## src/design/ccd_pkg.sv

```systemverilog
// ----------------------------------------------------------------------------
// ccd_pkg
// Shared types and constants of the chunk cache directory: tag layout, slot
// entry layout, coordinate split and the scan tracker control group.
// ----------------------------------------------------------------------------
package ccd_pkg;

  localparam int SLOTS_DEFAULT = 256;
  localparam int COORD_BITS    = 16;
  localparam int CHUNK_SIDE    = 64;
  localparam int LAST_SIDE     = 4;
  localparam int CHUNK_SHIFT   = $clog2(CHUNK_SIDE);
  localparam int LAST_SHIFT    = $clog2(LAST_SIDE);
  localparam int TAG_ABC_W     = COORD_BITS - CHUNK_SHIFT;
  localparam int TAG_D_W       = COORD_BITS - LAST_SHIFT;
  localparam int OFFSET_W      = 3 * CHUNK_SHIFT + LAST_SHIFT;
  localparam int STAMP_W       = 64;
  localparam int IN_DATA_W     = 64;
  localparam int OUT_DATA_W    = 80;

  localparam logic [STAMP_W-1:0] STAMP_START = STAMP_W'(1);

  typedef struct packed {
    logic [TAG_D_W-1:0]   d;
    logic [TAG_ABC_W-1:0] c;
    logic [TAG_ABC_W-1:0] b;
    logic [TAG_ABC_W-1:0] a;
  } tag_t;

  typedef struct packed {
    tag_t               tag;
    logic               dirty;
    logic [STAMP_W-1:0] stamp;
  } entry_t;

  localparam int ENTRY_W = $bits(entry_t);

  typedef enum logic {
    OP_READ  = 1'b0,
    OP_WRITE = 1'b1
  } op_t;

  typedef struct packed {
    logic clear;
    logic sample;
  } track_ctl_t;

  function automatic tag_t chunk_tag(input logic [COORD_BITS-1:0] ca,
                                     input logic [COORD_BITS-1:0] cb,
                                     input logic [COORD_BITS-1:0] cc,
                                     input logic [COORD_BITS-1:0] cd);
    tag_t t;
    t.a = ca[COORD_BITS-1:CHUNK_SHIFT];
    t.b = cb[COORD_BITS-1:CHUNK_SHIFT];
    t.c = cc[COORD_BITS-1:CHUNK_SHIFT];
    t.d = cd[COORD_BITS-1:LAST_SHIFT];
    return t;
  endfunction

  // Power-of-two sides: the offset is the remainders laid side by side
  function automatic logic [OFFSET_W-1:0] chunk_offset(input logic [COORD_BITS-1:0] ca,
                                                       input logic [COORD_BITS-1:0] cb,
                                                       input logic [COORD_BITS-1:0] cc,
                                                       input logic [COORD_BITS-1:0] cd);
    return {ca[CHUNK_SHIFT-1:0], cb[CHUNK_SHIFT-1:0], cc[CHUNK_SHIFT-1:0],
            cd[LAST_SHIFT-1:0]};
  endfunction

endpackage

```

## src/design/ccd_track.sv

```systemverilog
// ----------------------------------------------------------------------------
// ccd_track
// Scan tracker: watches the entries streamed out of the directory RAM and
// keeps the first tag match and the least-stamp victim (ties to lowest).
// ----------------------------------------------------------------------------
module ccd_track #(
  parameter int SLOTS = 256
) (
  input  logic                     clk,
  input  logic                     rst,
  input  ccd_pkg::track_ctl_t      ctl,
  input  ccd_pkg::tag_t            key,
  input  ccd_pkg::entry_t          entry,
  input  logic [$clog2(SLOTS)-1:0] idx,
  output logic                     found,
  output logic [$clog2(SLOTS)-1:0] match_idx,
  output logic                     match_dirty,
  output logic [$clog2(SLOTS)-1:0] victim_idx,
  output ccd_pkg::tag_t            victim_tag,
  output logic                     victim_dirty
);
  import ccd_pkg::*;

  logic               have_min;
  logic [STAMP_W-1:0] min_stamp;

  always_ff @(posedge clk) begin
    if (rst) begin
      found    <= 1'b0;
      have_min <= 1'b0;
    end else if (ctl.clear) begin
      found    <= 1'b0;
      have_min <= 1'b0;
    end else if (ctl.sample) begin
      if (!found && entry.tag == key) begin
        found       <= 1'b1;
        match_idx   <= idx;
        match_dirty <= entry.dirty;
      end
      // strict compare keeps the lowest index on equal stamps
      if (!have_min || entry.stamp < min_stamp) begin
        have_min     <= 1'b1;
        min_stamp    <= entry.stamp;
        victim_idx   <= idx;
        victim_tag   <= entry.tag;
        victim_dirty <= entry.dirty;
      end
    end
  end

  a_clear_sample_excl: assert property (@(posedge clk) disable iff (rst)
    !(ctl.clear && ctl.sample))
    else $error("tracker cleared and sampled in one cycle");

  a_clear_empties: assert property (@(posedge clk) disable iff (rst)
    ctl.clear |=> !found && !have_min)
    else $error("tracker not emptied by clear");

  a_found_needs_min: assert property (@(posedge clk) disable iff (rst)
    found |-> have_min)
    else $error("match recorded without any sampled entry");

endmodule

```

## config.mk

```make
export PLATFORM = sky130hd
export DESIGN_NAME = ccd_track
export DESIGN_NICKNAME = d
export VERILOG_FILES = /design/src/design/ccd_pkg.sv /design/src/design/ccd_track.sv
export SDC_FILE = /design/constraint.sdc
export NUM_CORES = 1
export LEC_CHECK = 0
export ABC_AREA = 1
export BUFFER_PORTS_ARGS = -buffer_cell sky130_fd_sc_hd__buf_2
export CORE_MARGIN = 2
export CORE_UTILIZATION = 41
export DETAILED_ROUTE_END_ITERATION = 8
export PLACE_DENSITY_LB_ADDON = 0.15
export SLEW_MARGIN = 0
export SYNTH_ARGS = -nofsm -noshare
export SYNTH_HDL_FRONTEND = slang
export SYNTH_SLANG_ARGS = --single-unit
export TNS_END_PERCENT = 10
```

## constraint.sdc

```tcl
create_clock -name clk -period 8.55 [get_ports clk]
set_input_delay 1.2825 -clock clk [delete_from_list [all_inputs] [get_ports clk]]
set_output_delay 1.2825 -clock clk [all_outputs]
set_load 0.02 [all_outputs]
```

==> impl_results.md <==
* CP delay by family, top: buffers and inverters
* CTS buffer count at 17
* Final slew viol count at 0
* Post-Synth Adder-Cell Area at 0.1293
* # Post-CTS Setup Buffers at 0
* Pwr dens at 197.9 nW/um2
* Drc violations at 0
* Number of synthesized flops with an enable pin at 126
* 1st-pass router iterations at 4
* Starting Density at 0.4196
* Clock-pin transition on the worst setup and hold timing paths at 0.06 ns
* Synthesis-stage register bit count at 128
* Final Setup Violations at 0
* Placed cell area at 7491 um2
* Mapped cell area at 6098 um2
* Pin count of the biggest net entering global routing at 74
* Clk buf depth at 2
* Area leader, netlist: edfxtp_1
* R2r startpoint: min_stamp[5]
* Compound-Gate Fraction of Synth Area at 0.06237
* Worst path cell trace: buf_2 > ha_1 > a21oi_1 > nor2_1 > nor3_1 > nand2_1 > nand2_1 > nand2_1 > nand2_1 > nand2_1 > nand2_1 > nand2_1 > a21oi_4 > buf_4
* Avg Inst Size Synth at 11.71 um2
* Leakage Power at 3.841 nW
* Initial antenna violation count at 1
* Worst setup SP type: input port
* Gr usage total at 0.1860
* Worst path arrival time at 3.41 ns
* Reg-to-reg slack, setup at 5.77 ns
* Max cap viols at 0
* Power Total at 1.604 mW
* FF-to-FF End: min_stamp[54]
* WP buf/inv at 2
* Dpl hpwl at 11.45 mm
* Final setup margin at 5.175 ns
* Status: finished clean
* Setup TNS at 0 ns
* First-pass GRT wire length at 22.56 mm
* WL per Instance at 14.82 um
* CP max stage delay at 0.74 ns
* Slowest-stage cell, CP: buf_4
* Synth Net Count at 749
* Die W at 126.0 um
* Die area at 15870 um2
* XOR/XNOR share of the synthesized area at 0.01723
* Proportion of synthesized area in mux cells at 0
* CTS root buf: clkbuf_16
* Post_cts resized at 0
* Final Cycle Share at 0.3948
* Final core occ at 0.5577
* Final hold vios at 0
* Area Overhead vs Synth at 32.91%
* Placed cells at 934
* Num Clock Sinks at 128
* Syn. warnings at 0
* Post-Syn Instances at 521
* Overflow after GRT at 0
* TritonCTS clock tree: yes
* Hold Crit Class: reg2reg
* Wirelength, routed at 14.34 mm
* Hold Crit Depth at 2
* Most frequent cell after synthesis: edfxtp_1
* Most frequent CP cell: nand2_1
* Main combinational cell family by area after synthesis: adder cells
* Worst Hold Path EP: have_min
* IO Port Bufs at 227
* Synth cell count leaders: edfxtp_1 (126), inv_1 (104), nand2_1 (92)
* RSZ-0062 raised after global routing: no
* Slew @ Worst Pin at 0.9730 ns
* Fraction of the mapped netlist area in simple logic gates at 0.09828
* Worst Clk Skew at 0.009438 ns
* Layout Nets at 997
* Layout cells sized above 1 at 0.3402
* Worst EP required at 8.59 ns
* CP Class: in2reg
* Reg2Reg Depth at 14
* Top cells by area, synth: edfxtp_1 (62%), ha_1 (13%), inv_1 (6.4%)
* Hold_ws at 0.4991 ns
* Row cnt at 44
* Num ports at 228
* Post-route cell area at 8105 um2
* Routed Antenna Nets at 0
* H-tree levels at 4
* Vias in the first global route at 4717
* CP max FO at 73
* Vias per cell at 4.742
* Hold_buf cts at 0
* Top-area cell type share of the netlist area at 0.6204
* Routability congestion estimate at 0.7998
* Post-place setup slack at 4.717 ns
* Peak VDD IR at 0.1477 mV
* Crit end category: flip-flop
* Hold path startpoint: have_min
* Drt initial violations at 173
* Core area at 14530 um2
* Die H at 126.0 um
* FFs w/ async S/R, synth at 0
* Netlist cell types at 25
* Post-layout min period at 3.375 ns
* Non-Filler Instances at 968
* Clk_lat worst skew at 0.42 ns
* Register area share after synthesis at 0.6270
* Peak Freq at 296.3 MHz
* Via Count at 4590
* Most used DFF post-synth: edfxtp_1
* Slew headroom at 0.3513
## placed cells by master (no fill, tap or decap), drive strengths merged, types with 4 or more instances in the layout
master,instances
inv,111
nor2,20
o21ai,18
o211ai,4
buf,229
ha,63
clkbuf,17
edfxtp,126
o22ai,10
nand2,93
nand4,8
xor2,11
nor4,7
nor3,9
a21oi,33
clkinv,6
## final cells by class
| cell class | instances | area, um2 |
|---|---|---|
| inverter | 107 | 401.6 |
| antenna | 2 | 5.005 |
| clock buffer | 17 | 425.4 |
| tap | 184 | 230.2 |
| timing repair buffer | 229 | 1151 |
| multi-input combinational | 286 | 1884 |
| clock inverter | 15 | 183.9 |
| fill | 1289 | 6429 |
| sequential | 128 | 3824 |
## state kept, by name (all words and copies together), names as in the netlist
| signal | cells |
|---|---|
| min_stamp | 64 |
| victim_tag | 44 |
| match_idx | 8 |
| victim_idx | 8 |
| found | 1 |
| have_min | 1 |
| match_dirty | 1 |
| victim_dirty | 1 |
## power breakdown
group	total [mW]	internal [mW]	switching, mW	leakage [nW]
logic	0.147	0.0632	0.0835	2.38
registers	0.714	0.710	0.00413	1.17
clock network	0.743	0.462	0.282	0.292
## worst register-to-register path, cell delays in order (launching register included)
cell and delay [ns]:
edfxtp_1 0.38, inv_1 0.07, ha_1 0.23, a21oi_1 0.13, nor2_1 0.05, nor3_1 0.14
nand2_1 0.07, nand2_1 0.06, nand2_1 0.07, nand2_1 0.06, nand2_1 0.05, nand2_1 0.06
nand2_1 0.08, a21oi_4 0.13, buf_4 0.74
## cells by family after synthesis
group           count (synthesis)
simple gates                  142
compound gates                 69
fa+ha+maj                      63
buf+inv                       107
flops                         128
xor+xnor                       12
## worst max-delay path by stage
stage,startpoint,depth (start not counted),to
finish,entry[5],14,min_stamp[54]
global route,entry[15],14,victim_tag[9]
CTS,entry[5],14,victim_tag[13]
detailed placement,entry[5],14,victim_tag[43]
global placement,entry[5],14,victim_tag[3]
floorplan,entry[5],12,min_stamp[0]
## layer usage
layer  up-vias  share of wire  GRT usage
met1      2096           0.38     0.2035
li1       2300              -          -
met2       168           0.51     0.3245
met5         -              0          0
met4         0          0.024    0.08403
met3        26          0.083    0.06585
Note: power is estimated with default switching activity, not from simulation.
