<file path="src/design/ccd_ram.sv">
// ----------------------------------------------------------------------------
// ccd_ram
// Generic simple dual-port RAM: one write port, one read port with
// registered read data.
// ----------------------------------------------------------------------------
module ccd_ram #(
  parameter int WIDTH = 8,
  parameter int DEPTH = 16
) (
  input  logic                     clk,
  input  logic                     wr_en,
  input  logic [$clog2(DEPTH)-1:0] wr_addr,
  input  logic [WIDTH-1:0]         wr_data,
  input  logic                     rd_en,
  input  logic [$clog2(DEPTH)-1:0] rd_addr,
  output logic [WIDTH-1:0]         rd_data
);

  logic [WIDTH-1:0] mem [DEPTH];

  always_ff @(posedge clk) begin
    if (wr_en) begin
      mem[wr_addr] <= wr_data;
    end
    if (rd_en) begin
      rd_data <= mem[rd_addr];
    end
  end

endmodule

</file>
<file path="config.mk">
export PLATFORM = sky130hd
export DESIGN_NAME = ccd_ram
export DESIGN_NICKNAME = d
export VERILOG_FILES = /design/src/design/ccd_ram.sv
export SDC_FILE = /design/constraint.sdc
export NUM_CORES = 1
export LEC_CHECK = 0
export BUFFER_PORTS_ARGS = -buffer_cell sky130_fd_sc_hd__buf_2
export CELL_PAD_IN_SITES_DETAIL_PLACEMENT = 1
export CELL_PAD_IN_SITES_GLOBAL_PLACEMENT = 2
export CORE_UTILIZATION = 50
export DETAILED_ROUTE_END_ITERATION = 12
export PLACE_DENSITY = 0.83
export SYNTH_ARGS = -nofsm -noshare
export SYNTH_HDL_FRONTEND = slang
export SYNTH_SLANG_ARGS = --single-unit
</file>
<file path="constraint.sdc">
create_clock -name clk -period 2.65 [get_ports clk]
set_clock_uncertainty 0.05 [all_clocks]
set_input_delay 0.1325 -clock clk [delete_from_list [all_inputs] [get_ports clk]]
set_output_delay 0.1325 -clock clk [all_outputs]
set_load 0.005 [all_outputs]
</file>
==> out/qor.csv, run 1 <==
metric,value,unit
post-cts-setup-buffers,0,
ys_seq_elements,136,
status,finished clean,
fillers,840,
post_route_cells_drive_above_1_share,29.3,%
placementRows,36,
synth_top_cell_by_area,edfxtp_1,
synth-seq-area-share,78.1,%
syn-cell-area,5230,um2
antenna_found_initial,0,
arrival,1870,ps
yosys_warnings,0,
syn_inst,229,
grt_pass1_vias,2753,
grt_use_total,23.0,%
cts_tree,done,
synth_area_leaders,"edfxtp_1 78%, mux4_2 7.8%, mux4_1 7.0%",
place.gp.congestion,0.757,
hold_violations,0,
io_pins,27,
synthArstFlopShare,0,%
ir_drop,0.541,mV
nets,306,
grt_overflow,0,
grt_pass1_wl,17000,um
h-tree-depth,4,
post-route-period-util,62.2,%
setup_ws,1000,ps
end_kind,register,
synth_commonest_cells,"136 x edfxtp_1, 18 x mux4_2, 16 x a22oi_1",
dpl_worst_slack,502,ps
first_pass_iters,4,
crit_fanout,1,
post-synth-top-count-cell,edfxtp_1,
setup_viol,0,
n_antenna_cell,0,
rsz0062_at_grt,no,
leakagePower,0.00209,uW
via_per_inst,5.91,
synth-edff-count,136,
synth_top_area_share,78.1,%
die-area,10900,um2
antenna_left,0,
required,2870,ps
area_growth,18.6,%
clk_pin_slew_worst_paths,60,ps
avgRoutedWirePerCell,26.2,um
vias,2559,
syn_nets,248,
start_kind,register,
numCtsBuffers,17,
fin_setup_tns,0,ps
chipWidth,104,um
routed_wl,11300,um
cts_buffer_depth,2,
ctsResizeCount,0,
die_y,104,um
worstSkewPairLatency,530,ps
pwr_density_cell,782,nW/um2
ys_types,18,
relSlewSlack,40.0,%
drt_iter0_drc,186,
slew_violations,0,
grt_start_max_net_pins,18,
tightest_slew,897,ps
hold_class,in2reg,
drv_cap,0,
clk_root_buffer_cell,clkbuf_8,
worstSetupPathType,reg2reg,
max_freq,0.607,GHz
place_hpwl,7300,um
drcViolationCount,0,
numClockSinks,136,
avgSynthCellArea,22.8,um2
fin_crit,1650,ps
io_buffers,26,
start_util,52.5,%
core_region_area,9950,um2
synthFlopType,edfxtp_1,
[worst max-delay path: stages (launching register included)]
cell      delay [ps]
edfxtp_1         360
mux4_1           540
a22oi_1          350
nand2_1           80
[state kept, by name, indices dropped and copies added, names as in the netlist]
name and flops:
mem 128, rd_data 8
[metal layers]
layer | share of wire, % | track usage (%)
met4 | 2.6 | 10.9
met1 | 43 | 30.7
met2 | 49 | 35.7
met3 | 5.2 | 5.95
met5 | 0 | 0
[power by group]
| part | internal [uW] | switching (uW) | total, uW |
|---|---|---|---|
| sequential | 2420 | 14.3 | 2440 |
| combinational | 100 | 132 | 232 |
| clock | 1330 | 850 | 2180 |
[path summary, 6_finish.rpt]
path                            startpoint    endpoint  slack, ps  cells past startpoint
worst max-delay path             mem[9][4]  rd_data[4]       1000                      3
worst min-delay path            wr_addr[1]   mem[0][4]        120                      3
worst max register to register   mem[9][4]  rd_data[4]       1000                      3
worst min register to register  mem[12][7]  rd_data[7]        690                      3
[per-stage QoR]
step                instance area, um2  hold WS [ps]  utilization (%)  power [uW]  std cells
floorplan                         5230           181                -        2600        229
global placement                  5560           453             55.8        2690        392
detailed placement                5560           469             55.8        2710        392
CTS                               6200          89.3             62.3        4900        433
global route                      6200           140             62.3        4970        433
finish                            6200           124             62.3        4850        433
[kinds of logic after synthesis]
logic type | Yosys count | share of synthesized area (%)
flip-flops | 136 | 78.1
AND/OR/NAND/NOR | 35 | 3.14
multiplexers | 32 | 14.8
AO/OA/AOI/OAI | 16 | 2.30
buffers and inverters | 10 | 1.65
[layout make-up]
class,instances,area [um2],share of cell area (%)
Timing Repair Buffer,49,338,5.45
Multi-Input combinational cell,83,1060,17.1
Clock inverter,13,131,2.12
Sequential cell,136,4080,65.9
Clock buffer,19,422,6.80
Tap cell,133,166,2.68
[cell usage in the layout (no fill, tap or decap)]
master           n
a22oi_1         16
and2_1           1
and2b_1          1
buf_12           1
buf_2           26
buf_4           13
bufinv_16        2
clkbuf_1         2
clkbuf_16       16
clkbuf_8         1
clkinv_1         1
clkinv_2         4
clkinv_4         2
clkinvlp_4       4
dlygate4sd3_1    9
edfxtp_1       136
mux4_1          14
mux4_2          18
nand2_1          9
nand2b_1         2
nand3_1          1
nand3b_1         2
nor2_1          13
nor2b_1          1
nor3_1           4
or3b_2           1
[repair_timing]
item,CTS,global route
endpoints found under the hold margin,136,0
setup endpoints to repair,0,0
hold buffers,9,0
No activity file was read; power rests on OpenSTA's default activity.
==> inputs of run 2 (changes only) <==
--- a/config.mk
+++ b/config.mk
@@ -5,12 +5,13 @@
 export SDC_FILE = /design/constraint.sdc
 export NUM_CORES = 1
 export LEC_CHECK = 0
+export ABC_AREA = 1
 export BUFFER_PORTS_ARGS = -buffer_cell sky130_fd_sc_hd__buf_2
 export CELL_PAD_IN_SITES_DETAIL_PLACEMENT = 1
 export CELL_PAD_IN_SITES_GLOBAL_PLACEMENT = 2
-export CORE_UTILIZATION = 50
+export CORE_UTILIZATION = 41
 export DETAILED_ROUTE_END_ITERATION = 12
-export PLACE_DENSITY = 0.83
+export PLACE_DENSITY = 0.81
 export SYNTH_ARGS = -nofsm -noshare
 export SYNTH_HDL_FRONTEND = slang
 export SYNTH_SLANG_ARGS = --single-unit
==> constraint.sdc (replaced) <==
create_clock -name clk -period 1.55 [get_ports clk]
set_clock_uncertainty 0.05 [all_clocks]
set_input_delay 0.0775 -clock clk [delete_from_list [all_inputs] [get_ports clk]]
set_output_delay 0.0775 -clock clk [all_outputs]
set_load 0.005 [all_outputs]
==> run 2 against run 1 <==
Against the previous run:
- non-clock buffer count grew 1
- clock-buffer cell count did not move
- via count increased by 55%
- sequential power rose by 71%
- critical path type unchanged
- highest routed layer unchanged
==> out/qor.csv, run 2 <==
metric,value,unit
status,finished clean,
final_common_cell,nand2_1,
chipWidth,121,um
place_hpwl,9640,um
ys_types,11,
place.gp.congestion,0.788,
largest_reg_flops,128,
synth_commonest_cells,"173 x nand2_1, 136 x edfxtp_1, 100 x inv_1",
start_util,42.1,%
tightest_slew,419,ps
required,1670,ps
yosys_warnings,0,
first_pass_iters,4,
grt_use_total,23.1,%
antenna_left,0,
synth_area_leaders,"edfxtp_1 70%, nand2_1 11%, nand3_1 8.3%",
synthArstFlopShare,0,%
worstSetupPathType,reg2reg,
synth_top_cell_by_area,edfxtp_1,
die_y,121,um
dpl_worst_slack,150,ps
seqCellArea,4080,um2
avgRoutedWirePerCell,19.5,um
multi_input_area,1210,um2
post-synth-top-count-cell,nand2_1,
clk_pin_slew_worst_paths,60,ps
final_util,48.8,%
fin_crit,1290,ps
antenna_found_initial,0,
via_per_inst,5.05,
drv_cap,0,
max_freq,0.776,GHz
switching_power,1770,uW
post_route_cells_drive_above_1_share,11.7,%
seq_power_share,50.9,%
syn_nets,570,
power.share.clock,42.6,%
fillers,1568,
mostFrequentLayoutCells,"173 x nand2_1, 136 x edfxtp_1, 100 x inv_1",
cts_tree,done,
area_growth,15.9,%
nets,615,
slew_violations,0,
ys_seq_elements,136,
end_kind,register,
fin_setup_tns,0,ps
grt_overflow,0,
post-route-period-util,83.1,%
synth-edff-count,136,
switching_share,21.6,%
ir_drop,0.688,mV
syn-cell-area,5850,um2
numCtsBuffers,17,
share_comb_of_total_power,6.5,%
rsz0062_at_grt,no,
start_kind,register,
clk_root_buffer_cell,clkbuf_16,
crit_fanout,1,
syn_inst,551,
setup_ws,262,ps
placementRows,43,
setup_viol,0,
drcViolationCount,0,
cts_buffer_depth,2,
reg_top3,"mem (128), rd_data (8)",
h-tree-depth,4,
drt_iter0_drc,246,
synth_top_area_share,69.8,%
pwr_density_cell,1210,nW/um2
synth-seq-area-share,69.8,%
synthFlopType,edfxtp_1,
regMostFlops,mem,
grt_pass1_wl,24000,um
core_region_area,13900,um2
numClockSinks,136,
vias,3964,
grt_start_max_net_pins,65,
io_pins,27,
leakagePower,0.00292,uW
n_antenna_cell,0,
intPower,6430,uW
routed_wl,15300,um
relSlewSlack,72.1,%
arrival,1400,ps
total_power,8200,uW
grt_pass1_vias,4232,
holdWs,18.6,ps
hold_violations,0,
avgSynthCellArea,10.6,um2
worstSkewPairLatency,420,ps
die-area,14700,um2
hold_class,in2reg,
io_buffers,26,
run 2: cell count changes after synthesis, sizes merged, moves of 16 or more:
cell and change:
a22oi -16, inv +102, mux4 -32, nand3 +96, nand2 +164, buf +17
run 2: logic make-up after synthesis:
| kind of cell | share of synthesized area [%] |
|---|---|
| AND/OR/NAND/NOR | 20.8 |
| flip-flops | 69.8 |
| buffers and inverters | 9.39 |
run 2: per-stage QoR:
step / area, um2 / instances
6_report: 6780 / 785
2_1_floorplan: 5850 / 551
5_1_grt: 6780 / 785
4_1_cts: 6780 / 785
3_5_place_dp: 6270 / 756
3_3_place_gp: 6270 / 756
run 2: final timing paths:
check                     to  cells after the start  slack, ps       start
hold reg to reg   rd_data[2]                      6        710  mem[12][2]
setup / recovery  rd_data[5]                      6        260   mem[1][5]
setup reg to reg  rd_data[5]                      6        260   mem[1][5]
hold / removal     mem[7][5]                      1         20  wr_data[5]
run 2: area by class of cell:
type	instances	share of cell area, %
flip-flops and latches	136	60.3
multi-input cells	289	17.9
clock buffers	19	6.39
inverters	102	5.65
repair buffers	50	5.54
well taps	180	3.32
clock inverters	9	0.923
run 2: timing repair:
action	4_1_cts	5_1_grt
hold endpoints to repair	8	0
gates resized for setup	0	0
setup buffers	0	0
hold buffers	1	0
run 2: layer usage:
metal | part of all wire [%] | wire, um | track usage [%]
met5 | 0 | 0 | 0
met1 | 43 | 6610 | 29.3
met3 | 5.1 | 780 | 4.42
met4 | 1.2 | 191 | 8.56
met2 | 50 | 7730 | 39.1
run 2: power groups by stage:
stage	Combinational [uW]	Sequential [uW]	Clock (uW)
2_1_floorplan	290	4240	0
3_3_place_gp	529	4240	0
3_5_place_dp	543	4250	0
4_1_cts	550	4170	3540
5_1_grt	601	4180	3680
6_report	537	4170	3490
run 2: critical path, cell delays in order, from the launching register on:
cell and delay, ps:
edfxtp_1 370, inv_1 70, nand2_1 50, nand3_1 90
nand3_1 150, nand3_1 170, nand2_1 80
==> inputs of run 3 (changes only) <==
--- a/config.mk
+++ b/config.mk
@@ -9,9 +9,9 @@
 export BUFFER_PORTS_ARGS = -buffer_cell sky130_fd_sc_hd__buf_2
 export CELL_PAD_IN_SITES_DETAIL_PLACEMENT = 1
 export CELL_PAD_IN_SITES_GLOBAL_PLACEMENT = 2
-export CORE_UTILIZATION = 41
+export CORE_UTILIZATION = 37
 export DETAILED_ROUTE_END_ITERATION = 12
-export PLACE_DENSITY = 0.81
+export PLACE_DENSITY = 0.78
 export SYNTH_ARGS = -nofsm -noshare
 export SYNTH_HDL_FRONTEND = slang
 export SYNTH_SLANG_ARGS = --single-unit
==> constraint.sdc (replaced) <==
create_clock -name clk -period 1.1 [get_ports clk]
set_clock_uncertainty 0.05 [all_clocks]
set_input_delay 0.055 -clock clk [delete_from_list [all_inputs] [get_ports clk]]
set_output_delay 0.055 -clock clk [all_outputs]
set_load 0.005 [all_outputs]
==> run 3 against run 2 <==
Against the previous run:
- the flow now finishes with violations (negative setup slack)
- clock power increased by 58%
- sequential share of layout area decreased by 4.7 points
- clock-buffer cell count fell by 1
- largest cell class unchanged
==> out/qor.csv, run 3 (synthesis gave the netlist of run 2 again) <==
metric,value,unit
status,finished with violations,
numClockSinks,136,
worstHoldStart,wr_data[2],
io_buffers,26,
end_kind,register,
slowest_delay,370,ps
reg_top3,"mem (128), rd_data (8)",
numCtsBuffers,17,
chipWidth,128,um
worstSkewPairLatency,420,ps
pwr_density_cell,1680,nW/um2
tightest_slew,395,ps
required,1220,ps
slew_violations,0,
r2r-end,rd_data[4],
post-route-period-util,104,%
post_route_cells_drive_above_1_share,23.0,%
dpl_worst_slack,-286,ps
routed_wl,16000,um
cp_slowest_cell,edfxtp_1,
mostFrequentLayoutCells,"164 x nand2_1, 136 x edfxtp_1, 99 x inv_1",
critPathLaunch,mem[1][4],
io_pins,27,
hold_class,in2reg,
antenna_found_initial,0,
crit_buf_inv,1,
die-area,16300,um2
fin_crit,1150,ps
grt_use_total,21.3,%
ir_drop,1.03,mV
die_y,128,um
place_hpwl,10300,um
grt_overflow,0,
postPlaceCellArea,6490,um2
rrSetupSlack,-50,ps
start_kind,register,
design_area,7340,um2
holdPathEnd,mem[9][2],
first_pass_iters,4,
via_per_inst,4.78,
clk_pin_slew_worst_paths,60,ps
place.gp.congestion,0.814,
cts_tree,done,
worstSetupPathType,reg2reg,
n_antenna_cell,0,
hold_violations,0,
rsz0062_at_grt,yes,
reg2reg_depth,6,
start_util,38.2,%
drv_cap,0,
nets,636,
leakagePower,0.00317,uW
arrival,1270,ps
placementRows,45,
final_common_cell,nand2_1,
r2r-start,mem[1][4],
max_freq,0.870,GHz
area_growth,25.6,%
violations,negative setup slack,
grt_pass1_vias,4245,
largest_reg_flops,128,
drcViolationCount,0,
h-tree-depth,4,
setup_ws,-48.8,ps
cts_buffer_depth,2,
regMostFlops,mem,
avgRoutedWirePerCell,19.1,um
holdPathStages,1,
antenna_left,0,
relSlewSlack,73.6,%
setup_viol,8,
critPathTopFamily,simple AND/OR/NAND/NOR gates,
core_region_area,15300,um2
crit_fanout,1,
vias,4024,
grt_pass1_wl,24400,um
grt_start_max_net_pins,29,
crit_chain,"inv_1, nand2_1, nand3_4, nand3_4, nand3_2, nand2_1",
drt_iter0_drc,224,
clk_root_buffer_cell,clkbuf_16,
-- run 3: worst max path at each step --
stage	slack, ps	endpoint	cells after the start
after global placement	-230	rd_data[7]	8
after CTS	-50	rd_data[7]	6
after detailed placement	-290	rd_data[7]	8
after floorplan	40	mem[4][0]	2
final	-50	rd_data[4]	6
after global routing	-110	rd_data[4]	6
-- run 3: repair_timing --
action | CTS | global route
pin swaps | 16 | 14
buffers inserted | 0 | 0
setup endpoints to repair | 11 | 12
hold buffers | 4 | 0
gates cloned | 0 | 0
endpoints found under the hold margin | 25 | 0
gates resized for setup | 33 | 20
-- run 3: final cells by class --
cell class / instances / area (um2)
Fill cell: 1714 / 7970
Sequential cell: 136 / 4080
Multi-Input combinational cell: 289 / 1460
Timing Repair Buffer: 71 / 591
Clock buffer: 18 / 429
Inverter: 102 / 383
Tap cell: 211 / 264
Clock inverter: 14 / 138
-- run 3: stage by stage --
| stage | cells | utilization [%] | hold WS, ps | power [uW] | TNS [ps] |
|---|---|---|---|---|---|
| global route | 841 | 48.0 | 16.2 | 12700 | -720 |
| floorplan | 551 | - | 104 | 6380 | 0 |
| detailed placement | 805 | 42.4 | 404 | 6830 | -2160 |
| finish | 841 | 48.0 | 13.3 | 12300 | -224 |
| CTS | 841 | 47.4 | 2.63 | 12400 | -264 |
| global placement | 805 | 42.4 | 399 | 6800 | -1540 |
-- run 3: layer usage --
layer	global-route usage, %	share of wire (%)	wire (um)	up-vias
li1	-	-	-	1915
met2	35.3	50	8100	79
met1	26.4	43	6870	2003
met3	4.55	4.5	717	27
met4	10.8	2.2	356	0
met5	0	0	0	-
-- run 3: report_power, final --
| part | switching, uW | leakage (uW) | internal (uW) |
|---|---|---|---|
| registers | 35.9 | 0.00124 | 5840 |
| clock network | 2030 | 0.000282 | 3480 |
| logic | 604 | 0.00165 | 326 |
-- run 3: worst reg2reg max path, delay by kind of cell (launching register included) --
| kind | cells | cell delay, ps |
|---|---|---|
| flip-flops | 1 | 370 |
| AND/OR/NAND/NOR | 5 | 420 |
| buffers and inverters | 1 | 70 |
